$ cat config.mk
export PLATFORM = sky130hd
export DESIGN_NAME = stuffed_frame_receiver_crc8_core_flat
export DESIGN_NICKNAME = d
export VERILOG_FILES = /design/src/rtl/core/sfr_pkg.sv /design/src/rtl/core/sfr_if.sv /design/src/rtl/core/stuffed_frame_receiver_crc8_core.sv /design/src/flat_wrapper.sv
export SDC_FILE = /design/constraint.sdc
export NUM_CORES = 1
export LEC_CHECK = 0
export BUFFER_PORTS_ARGS = -buffer_cell sky130_fd_sc_hd__buf_2
export CAP_MARGIN = 20
export CORE_ASPECT_RATIO = 0.9
export CORE_UTILIZATION = 40
export DETAILED_ROUTE_END_ITERATION = 10
export GPL_ROUTABILITY_DRIVEN = 0
export HOLD_SLACK_MARGIN = 0.05
export PLACE_DENSITY_LB_ADDON = 0.3
export SLEW_MARGIN = 10
export SYNTH_ARGS = -nofsm -noshare
export SYNTH_HDL_FRONTEND = slang
export SYNTH_SLANG_ARGS = --single-unit
$ cat constraint.sdc
create_clock -name clk -period 5.1 [get_ports clk]
set_input_delay 0.765 -clock clk [delete_from_list [all_inputs] [get_ports clk]]
set_output_delay 0.765 -clock clk [all_outputs]
set_load 0.1 [all_outputs]
$ cat src/rtl/core/sfr_pkg.sv
// Shared types, symbol codes and the CRC-8 byte update for the stuffed frame receiver.
package sfr_pkg;

	localparam logic [7:0] SYM_START = 8'h73;
	localparam logic [7:0] SYM_BOUND = 8'h55;
	localparam logic [7:0] SYM_ESC55 = 8'h11;
	localparam logic [7:0] SYM_ESC73 = 8'h22;
	localparam logic [7:0] CRC_POLY  = 8'hA9;
	localparam logic [7:0] CRC_TOP   = 8'h80;

	typedef enum logic [1:0] {
		PH_HUNT = 2'd0,
		PH_SYNC = 2'd1,
		PH_BODY = 2'd2,
		PH_ESC  = 2'd3
	} phase_t;

	typedef enum logic [2:0] {
		ST_OK    = 3'd0,
		ST_CRC   = 3'd1,
		ST_ESC   = 3'd2,
		ST_SHORT = 3'd3,
		ST_OVER  = 3'd4
	} status_t;

	// MSB-first CRC-8, one byte, eight shift steps
	function automatic logic [7:0] crc8_byte(input logic [7:0] crc, input logic [7:0] b);
		logic [7:0] c;
		c = crc ^ b;
		for (int k = 0; k < 8; k++) begin
			if ((c & CRC_TOP) != 8'h00) begin
				c = {c[6:0], 1'b0} ^ CRC_POLY;
			end else begin
				c = {c[6:0], 1'b0};
			end
		end
		return c;
	endfunction

endpackage

$ cat src/rtl/core/sfr_if.sv
// Valid/ready channel interfaces for the raw byte input and the decoded result output.
interface sfr_rx_if;
	logic       valid;
	logic       ready;
	logic [7:0] rx_byte;

	modport source (output valid, output rx_byte, input ready);
	modport sink   (input valid, input rx_byte, output ready);
endinterface

interface sfr_res_if;
	logic       valid;
	logic       ready;
	logic [7:0] body_byte;
	logic       frame_end;
	logic [2:0] frame_status;

	modport source (output valid, output body_byte, output frame_end, output frame_status,
		input ready);
	modport sink   (input valid, input body_byte, input frame_end, input frame_status,
		output ready);
endinterface

$ cat src/rtl/core/stuffed_frame_receiver_crc8_core.sv
// Byte-stuffed frame receiver with CRC-8 check: top level.
//
// Usage:
//   rx  : raw line bytes, one per transfer. Idle bytes between frames are dropped.
//   res : one result per decoded body byte (frame_end = 0) and one end result per
//         frame (frame_end = 1, frame_status = ok / crc / bad escape / short /
//         overflow). Bytes that open a frame or start an escape give no result.
//   An rx transfer first lands in the input register; the decode and CRC update
//   then land in the result register. Throughput is one byte per cycle while
//   res does not stall; the per-byte work is a single pass of unstuffing plus
//   an eight-step CRC-8 update.
//   When res stalls, the result register holds and the input register fills;
//   rx.ready then drops until the pending result is transferred. A byte that
//   yields no result still waits for the result register to be free.
//   MAX_FRAME bounds the raw frame length, header and closing byte included.
//   Reset empties both registers and puts the decoder back into hunting for the
//   start byte with a cleared CRC and byte count.
module stuffed_frame_receiver_crc8_core #(
	parameter int MAX_FRAME = 64
) (
	input  logic             clk,
	input  logic             arst_n,
	sfr_rx_if.sink           rx,
	sfr_res_if.source        res
);

	localparam int CW = $clog2(MAX_FRAME + 1);

	// input stage
	logic        valid_s1;
	logic [7:0]  byte_s1;
	logic        adv;

	// decoder state
	sfr_pkg::phase_t phase_q, phase_d;
	logic [7:0]  crc_q, crc_d;
	logic [7:0]  held_q, held_d;
	logic        held_valid_q, held_valid_d;
	logic [CW-1:0] count_q, count_d;
	logic        esc_err_q, esc_err_d;

	// result register
	logic        res_valid_q;
	logic [7:0]  res_byte_q;
	logic        res_end_q;
	sfr_pkg::status_t res_status_q;

	logic        emit;
	logic [7:0]  emit_byte;
	logic        emit_end;
	sfr_pkg::status_t emit_status;

	assign adv      = valid_s1 && (!res_valid_q || res.ready);
	assign rx.ready = !valid_s1 || adv;

	always_ff @(posedge clk or negedge arst_n) begin
		if (!arst_n) begin
			valid_s1 <= 1'b0;
		end else if (rx.ready) begin
			valid_s1 <= rx.valid;
		end
	end

	always_ff @(posedge clk) begin
		if (rx.valid && rx.ready) begin
			byte_s1 <= rx.rx_byte;
		end
	end

	always_ff @(posedge clk or negedge arst_n) begin
		if (!arst_n) begin
			phase_q      <= sfr_pkg::PH_HUNT;
			crc_q        <= 8'h00;
			held_q       <= 8'h00;
			held_valid_q <= 1'b0;
			count_q      <= '0;
			esc_err_q    <= 1'b0;
		end else if (adv) begin
			phase_q      <= phase_d;
			crc_q        <= crc_d;
			held_q       <= held_d;
			held_valid_q <= held_valid_d;
			count_q      <= count_d;
			esc_err_q    <= esc_err_d;
		end
	end

	always_comb begin
		logic       do_body;
		logic [7:0] body_val;
		logic       do_close;
		logic       close_bad;
		logic       do_clear;

		do_body     = 1'b0;
		body_val    = byte_s1;
		do_close    = 1'b0;
		close_bad   = 1'b0;
		do_clear    = 1'b0;

		phase_d      = phase_q;
		crc_d        = crc_q;
		held_d       = held_q;
		held_valid_d = held_valid_q;
		count_d      = count_q;
		esc_err_d    = esc_err_q;

		emit        = 1'b0;
		emit_byte   = 8'h00;
		emit_end    = 1'b0;
		emit_status = sfr_pkg::ST_OK;

		unique case (phase_q)
			sfr_pkg::PH_HUNT: begin
				if (byte_s1 == sfr_pkg::SYM_START) begin
					do_clear = 1'b1;
					phase_d  = sfr_pkg::PH_SYNC;
				end
			end
			sfr_pkg::PH_SYNC: begin
				if (byte_s1 == sfr_pkg::SYM_BOUND) begin
					phase_d = sfr_pkg::PH_BODY;
					count_d = CW'(2);
				end else begin
					do_clear = 1'b1;
					phase_d  = sfr_pkg::PH_HUNT;
				end
			end
			sfr_pkg::PH_BODY,
			sfr_pkg::PH_ESC: begin
				if (count_q >= CW'(MAX_FRAME)) begin
					emit        = 1'b1;
					emit_end    = 1'b1;
					emit_status = sfr_pkg::ST_OVER;
					do_clear    = 1'b1;
					phase_d     = sfr_pkg::PH_HUNT;
				end else begin
					count_d = count_q + CW'(1);
					if (phase_q == sfr_pkg::PH_ESC) begin
						phase_d = sfr_pkg::PH_BODY;
						case (byte_s1)
							sfr_pkg::SYM_BOUND: begin
								do_close  = 1'b1;
								close_bad = 1'b1;
							end
							sfr_pkg::SYM_ESC55: begin
								do_body  = 1'b1;
								body_val = sfr_pkg::SYM_BOUND;
							end
							sfr_pkg::SYM_ESC73: begin
								do_body  = 1'b1;
								body_val = sfr_pkg::SYM_START;
							end
							default: begin
								esc_err_d = 1'b1;
							end
						endcase
					end else begin
						case (byte_s1)
							sfr_pkg::SYM_BOUND: do_close = 1'b1;
							sfr_pkg::SYM_START: phase_d = sfr_pkg::PH_ESC;
							default: do_body = 1'b1;
						endcase
					end
				end
			end
			default: begin
				phase_d = sfr_pkg::PH_HUNT;
			end
		endcase

		if (do_body) begin
			// the previously held byte is now known not to be the trailing CRC
			if (held_valid_q) begin
				crc_d = sfr_pkg::crc8_byte(crc_q, held_q);
			end
			held_d       = body_val;
			held_valid_d = 1'b1;
			emit         = 1'b1;
			emit_byte    = body_val;
		end

		if (do_close) begin
			emit     = 1'b1;
			emit_end = 1'b1;
			if (close_bad || esc_err_q) begin
				emit_status = sfr_pkg::ST_ESC;
			end else if (!held_valid_q) begin
				emit_status = sfr_pkg::ST_SHORT;
			end else if (crc_q != held_q) begin
				emit_status = sfr_pkg::ST_CRC;
			end else begin
				emit_status = sfr_pkg::ST_OK;
			end
			do_clear = 1'b1;
			phase_d  = sfr_pkg::PH_HUNT;
		end

		if (do_clear) begin
			crc_d        = 8'h00;
			held_d       = 8'h00;
			held_valid_d = 1'b0;
			esc_err_d    = 1'b0;
			count_d      = (phase_d == sfr_pkg::PH_SYNC) ? CW'(1) : '0;
		end
	end

	always_ff @(posedge clk or negedge arst_n) begin
		if (!arst_n) begin
			res_valid_q <= 1'b0;
		end else if (adv) begin
			res_valid_q <= emit;
		end else if (res.ready) begin
			res_valid_q <= 1'b0;
		end
	end

	always_ff @(posedge clk) begin
		if (adv && emit) begin
			res_byte_q   <= emit_byte;
			res_end_q    <= emit_end;
			res_status_q <= emit_status;
		end
	end

	assign res.valid        = res_valid_q;
	assign res.body_byte    = res_byte_q;
	assign res.frame_end    = res_end_q;
	assign res.frame_status = res_status_q;

endmodule

$ cat src/flat_wrapper.sv
// flat-port wrapper written by rule: the top's interface ports become plain ports
module stuffed_frame_receiver_crc8_core_flat 
#(
	parameter int MAX_FRAME = 64
)
  (clk, arst_n, rx_valid, rx_rx_byte, rx_ready, res_valid, res_body_byte, res_frame_end, res_frame_status, res_ready);
  sfr_rx_if rx_i ();
  sfr_res_if res_i ();
  input  logic clk;
  input  logic arst_n;
  input wire logic [$bits(rx_i.valid)-1:0] rx_valid;
  input wire logic [$bits(rx_i.rx_byte)-1:0] rx_rx_byte;
  output wire logic [$bits(rx_i.ready)-1:0] rx_ready;
  output wire logic [$bits(res_i.valid)-1:0] res_valid;
  output wire logic [$bits(res_i.body_byte)-1:0] res_body_byte;
  output wire logic [$bits(res_i.frame_end)-1:0] res_frame_end;
  output wire logic [$bits(res_i.frame_status)-1:0] res_frame_status;
  input wire logic [$bits(res_i.ready)-1:0] res_ready;
  assign rx_i.valid = rx_valid;
  assign rx_i.rx_byte = rx_rx_byte;
  assign rx_ready = rx_i.ready;
  assign res_valid = res_i.valid;
  assign res_body_byte = res_i.body_byte;
  assign res_frame_end = res_i.frame_end;
  assign res_frame_status = res_i.frame_status;
  assign res_i.ready = res_ready;
  stuffed_frame_receiver_crc8_core #(.MAX_FRAME(MAX_FRAME)) u_core (.clk(clk), .arst_n(arst_n), .rx(rx_i), .res(res_i));
endmodule
Yosys cells after proc, flatten, opt, wreduce, memory -nomap -nowiden
Index checks and enable logic that the tools add are counted.

$add $sub $neg: 1. Order comparisons: 1. Equality and inequality tests: 13. Multiplexer cells: 77. Bitwise logic cells: 9. Reduce and logical (&&, ||, !) cells: 23.

Operator list (count): $mux 8 (30); $not 4->4 (8); $mux 1 (29); $mux 7 (3); $eq 8x7->1 const B (2); $pmux 8 s2 (1); $mux 3 (5); $pmux 7 s2 (1); $mux 2 (6); $reduce_bool 2->1 (5); $eq 8x5->1 const B (1); $eq 8x6->1 const B (1); $ne 8x8->1 (1); $xor 8x8->8 (1); $add 7x1->7 const B (1); $ge 7x7->1 const B (1); $pmux 2 s3 (1); $reduce_or 2->1 (3); $reduce_and 5->1 (1); $eq 2x1->1 const B (2); $eq 2x2->1 const B (2); $reduce_and 4->1 (1); $logic_and 1x1->1 (3); $logic_or 1x1->1 (3); other kinds (11) (12).

Register bits: 49. Word-level logic and storage cells: 136.

Logic depth before layout (Yosys ltp)
Depth after elaboration: 36. Gate-level depth with buffers: 7. Gate-level depth less buffers: 6.

Worst setup path after synthesis
Ideal clock, no wire load.

Path type: reg-to-reg. Start point: register u_core.res_valid_q (netlist: u_core.res.valid). End point: register u_core.byte_s1[0], enable pin. Arrival: 2.474 ns. Data required time: 4.818 ns. Setup slack: 2.345 ns. Cell stages (with the launch flop): 3. Buffers on the path: 0. Period minus slack after synthesis: 2.755 ns. Cell sequence: dfrtp_1 > nand3b_1 > and2_1.

Longest elaborated chain between the ends: 5.

Ends and longest elaborated chain: start: declaration (line stuffed_frame_receiver_crc8_core.sv:43) `logic res_valid_q;`; start signal: assignment (line stuffed_frame_receiver_crc8_core.sv:212) `res_valid_q <= emit;`; $logic_not 1->1 (line stuffed_frame_receiver_crc8_core.sv:53) `assign adv = valid_s1 && (!res_valid_q || res.ready);`; $logic_or 1x1->1 (line stuffed_frame_receiver_crc8_core.sv:53); $logic_and 1x1->1 (line stuffed_frame_receiver_crc8_core.sv:53); $logic_or 1x1->1 (line stuffed_frame_receiver_crc8_core.sv:54) `assign rx.ready = !valid_s1 || adv;`; net rx_ready (line flat_wrapper.sv:13) `output wire logic [$bits(rx_i.ready)-1:0] rx_ready;`; $logic_and 1x1->1 (line stuffed_frame_receiver_crc8_core.sv:65) `if (rx.valid && rx.ready) begin`; end signal: assignment (line stuffed_frame_receiver_crc8_core.sv:66) `byte_s1 <= rx.rx_byte;`; end: declaration (line stuffed_frame_receiver_crc8_core.sv:31) `logic [7:0] byte_s1;`.

The timed path passes the listed nets, and every way through them passes these cells. A chain may end at the register's enable or synchronous reset.

Worst setup path in the final report
Start point: register u_core.byte_s1[5]. End point: register u_core.res_byte_q[3] (netlist: u_core.res.body_byte[3]), enable pin.

Longest elaborated chain between the ends: 9. Elaborated cells between the ends (all ways): 17. Those cells by class: eq/ne: 4; mux: 10; reduce/logical: 3.

Ends and longest elaborated chain: $eq 8x7->1, or another cell as far along (line stuffed_frame_receiver_crc8_core.sv:141, stuffed_frame_receiver_crc8_core.sv:159); $reduce_or 2->1 (no source line); $mux 1, on equally long branches (line stuffed_frame_receiver_crc8_core.sv:159, stuffed_frame_receiver_crc8_core.sv:141); $mux 1 (line stuffed_frame_receiver_crc8_core.sv:139) `if (phase_q == sfr_pkg::PH_ESC) begin`; $mux 1 (line stuffed_frame_receiver_crc8_core.sv:131) `if (count_q >= CW'(MAX_FRAME)) begin`; $mux 1 (line stuffed_frame_receiver_crc8_core.sv:113) `unique case (phase_q)`; $mux 1 (line stuffed_frame_receiver_crc8_core.sv:172) `if (do_body) begin`; $mux 1 (*) (line stuffed_frame_receiver_crc8_core.sv:183) `if (do_close) begin`; $logic_and 1x1->1 (*) (line stuffed_frame_receiver_crc8_core.sv:219) `if (adv && emit) begin`; end signal: assignment (line stuffed_frame_receiver_crc8_core.sv:220) `res_byte_q <= emit_byte;`; end: declaration (line stuffed_frame_receiver_crc8_core.sv:44) `logic [7:0] res_byte_q;`.

Mark *: on every way between the ends. The rest lies on a longest branch, timed or not.

==> impl.org <==
** Detailed routing
- The pre-antenna-repair detailed-routing pass consisted of 4 iterations.
- Dividing the detail-routed wire length by the instance count gives 15.8 um.
- Aggregate routed wire length :: 5170 um
- In the routed design, unresolved DRC markers number 0.
- Post-detailed-route via-to-cell ratio :: 5.23
- The routed layout has 1715 vias.
- Number of DRC violations after detailed-routing iteration 0 :: 106
- Number of nets with antenna violations after routing :: 0

** Cells and area
- Final Cell Area :: 0.00285 mm^2
- The library cells used most frequently in the layout, excluding fill and tap cells, are 29 x sky130_fd_sc_hd__dfrtp_1, 25 x sky130_fd_sc_hd__buf_2, 20 x sky130_fd_sc_hd__edfxtp_1, 19 x sky130_fd_sc_hd__xnor2_1, 15 x sky130_fd_sc_hd__nor2_1.
- The library cell used most frequently in the layout, excluding fill and tap cells, is sky130_fd_sc_hd__dfrtp_1.
- Number of diodes :: 0
- Total number of nets in the final design :: 255
- Of the cells placed in the final design, the portion with a size suffix greater than 1 is 18.3%.
- Area Overhead vs Synth :: 11.6%
- For this run, the share of the core covered by cells in the final layout is 46.3%.

** Yosys
- By area the synthesized netlist is led by sky130_fd_sc_hd__dfrtp_1 28%, sky130_fd_sc_hd__edfxtp_1 24%, sky130_fd_sc_hd__xnor2_1 6.5%.
- Synthesis produced a netlist with a net count of 227.
- Ys flop type :: sky130_fd_sc_hd__dfrtp_1
- The largest total area in the synthesized netlist belongs to sky130_fd_sc_hd__dfrtp_1.
- Cell count after synthesis :: 212
- Number of synthesized flops with an enable pin :: 20
- Number of distinct library cells after synthesis :: 54
- Flops & latches, synth :: 49
- The share of synthesized area in the top cell type comes to 28.4%.
- After synthesis the cells add up to 0.00255 mm^2.
- During synthesis, Yosys emitted a total of 0 warnings.
- In this run the mean area of a mapped cell was 12.0 um^2.
- Of all flip-flops after synthesis, the portion carrying an async set or reset was 59.2%.
- For this run, the register share of the synthesized area comes to 52.0%.

** Worst setup path
- By startpoint and endpoint, the worst setup path is classified as register to register.
- Critical path, cell by cell :: nand4bb_2 > a2111oi_4 > o21bai_4 > o21ai_1 > inv_1
- Data required time of the critical path :: 5060 ps
- STA classifies the critical path endpoint as a register.
- WP data arrival :: 2530 ps
- For this run, the slowest stage of the critical path takes 540 ps.
- Of all nets on the critical path, the largest fanout is 12.
- Slowest cell on the critical path :: sky130_fd_sc_hd__a2111oi_4
- On the critical path the largest part of the delay comes from compound AO/OA/AOI/OAI gates.
- Setup slack on the worst reg-to-reg path comes out at 2530 ps.
- Together, buffers and inverters on the worst path number 1.
- CP Launch Type :: register

** GRT
- Remaining Overflow, GRT :: 0
- Largest net degree at the start of global routing :: 30
- The number of antenna violations at the first check in global routing was 0.
- Global-route wire length before repair :: 8340 um
- Global routing usage summed across all routing layers :: 16.4%
- Via count of the first global-routing pass :: 1620

** Power
- Total chip power :: 770 uW
- Leak Pwr :: 1.13 nW
- Total power density per cell area :: 270 mW/mm^2
- IR analysis of the VDD net gives a maximum drop of 180 uV.

** Clocking
- Maximum clock insertion buffer count :: 2
- Buffers inserted during clock tree synthesis total 5.
- Maximum level of the CTS H-tree :: 2
- CTS sink cnt :: 49
- The tree is rooted in a sky130_fd_sc_hd__clkbuf_8.
- Worst-path clk slew :: 90 ps
- TritonCTS clock tree :: done
- For the worst-skew pair, the clock arrives at the later sink with an insertion delay of 300 ps.
- Total of hold buffers inserted after clock tree synthesis :: 0
- Setup fix buffers added after clock tree synthesis :: 0
- After clock tree synthesis, the repair step resized 0 gates.

** Die
- In this run the horizontal extent of the chip is 86.2 um.
- Placeable Area :: 0.00615 mm^2
- During I/O placement, the number of pins put on the boundary was 26.
- Row generation in the floorplan step produced 27 rows.
- The die is 77.8 um tall.
- Once the floorplan was initialized, standard cells occupied 41.5% of the core.
- The die covers 0.00670 mm^2.

** STA
- The count of endpoints failing hold in the final timing report came to 0.
- The max-slew violation count came to 0.
- Clock skew after layout :: 6.62 ps
- Slew of the pin with the lowest slew margin :: 696 ps
- Counting I/O delays and the setup requirement, the final critical path takes 2570 ps.
- After layout, the worst path uses 50.4% of the clock period.
- In this run the tightest slew margin relative to its limit is 53.6%.
- Setup TNS Final :: 0 ps
- Count of final setup violators :: 0
- Static timing analysis puts the maximum clock frequency at 0.389 GHz.
- Setup repair after global routing left no endpoint under its margin.
- On the final layout, the worst hold slack is 491 ps.

** Worst hold path
- The min-delay analysis places its worst path in the category input pin to async pin.

** Placement
- Port-buffer cells :: 25
- Detailed placement finished with a half-perimeter wire length of 3870 um.
- Placement Cell Area :: 0.00276 mm^2

** Flow run
- The tool flagged a number of max-cap violations equal to 0.

** Outcome
- Outcome :: finished clean
==> where the power goes <==
group	switching, mW	internal (mW)	leakage, nW
registers	0.0183	0.425	0.561
clock network	0.131	0.0968	0.0374
logic	0.0529	0.0458	0.534
==> synth_stat cells, drive strengths merged (3+ instances only) <==
master,instances
a22o,11
dfrtp,29
nand3b,3
nand2b,4
a21o,3
nor2,16
nand2,10
xnor2,19
ha,3
mux2i,4
o21ai,11
inv,7
nand4,3
nor3,5
xor2,10
and2,10
edfxtp,20
buf,3
or3,4
==> kinds of logic (layout without fill, tap and decap cells) <==
kind of cell | Yosys count | count (layout) | synth area share (%)
buf+inv | 11 | 40 | 2.01
xor+xnor | 30 | 30 | 11.1
mux | 4 | 4 | 1.57
simple gates | 71 | 71 | 17.4
flops | 49 | 49 | 52.0
fa+ha+maj | 3 | 3 | 1.47
compound gates | 44 | 44 | 14.5
==> worst reg2reg max path: cells and delay by family (launching register included) <==
kind,cells,cell delay (ps)
AOI/OAI and AO/OA,3,960
buffers and inverters,1,360
DFF,1,500
and+or+nand+nor,1,390
==> state kept, by name (all words and copies together) (netlist names) <==
| signal | flops |
|---|---|
| u_core.byte_s1 | 8 |
| u_core.crc_q | 8 |
| u_core.held_q | 8 |
| u_core.res.body_byte | 8 |
| u_core.count_q | 7 |
| u_core.res.frame_status | 3 |
| u_core.phase_q | 2 |
| u_core.esc_err_q | 1 |
| u_core.held_valid_q | 1 |
| u_core.res.frame_end | 1 |
| u_core.res.valid | 1 |
| u_core.valid_s1 | 1 |
==> final timing paths <==
path                                   start                       to  depth (start not counted)
min in group clk             u_core.crc_q[0]          u_core.crc_q[0]                          1
hold / removal                        arst_n         u_core.held_q[6]                          1
setup reg to reg           u_core.byte_s1[5]  u_core.res.body_byte[3]                          5
hold reg to reg              u_core.crc_q[0]          u_core.crc_q[0]                          1
setup / recovery           u_core.byte_s1[5]  u_core.res.body_byte[3]                          5
max in group asynchronous             arst_n        u_core.phase_q[0]                          1
==> layer usage <==
metal | up-vias | wire (um) | share of wire (%) | global-route usage (%)
met4 | 0 | 62 | 1.2 | 4.50
li1 | 826 | - | - | -
met2 | 62 | 2180 | 42 | 24.1
met1 | 822 | 2590 | 50 | 24.1
met3 | 5 | 341 | 6.6 | 4.04
met5 | - | 0 | 0 | 0
==> per-stage QoR <==
step,cells,setup slack (ps)
after floorplan,212,2340
after global placement,320,2670
after detailed placement,320,2560
after CTS,328,2540
after global routing,328,2350
final,328,2530
==> cell type report <==
class / instances / area [um^2]
sequential: 49 / 1330
timing repair buffer: 25 / 125
tap: 87 / 109
multi-input combinational: 152 / 1170
inverter: 7 / 26.3
clock buffer: 6 / 72.6
fill: 574 / 3300
clock inverter: 2 / 15.0
Note: power is estimated with default switching activity, not from simulation.
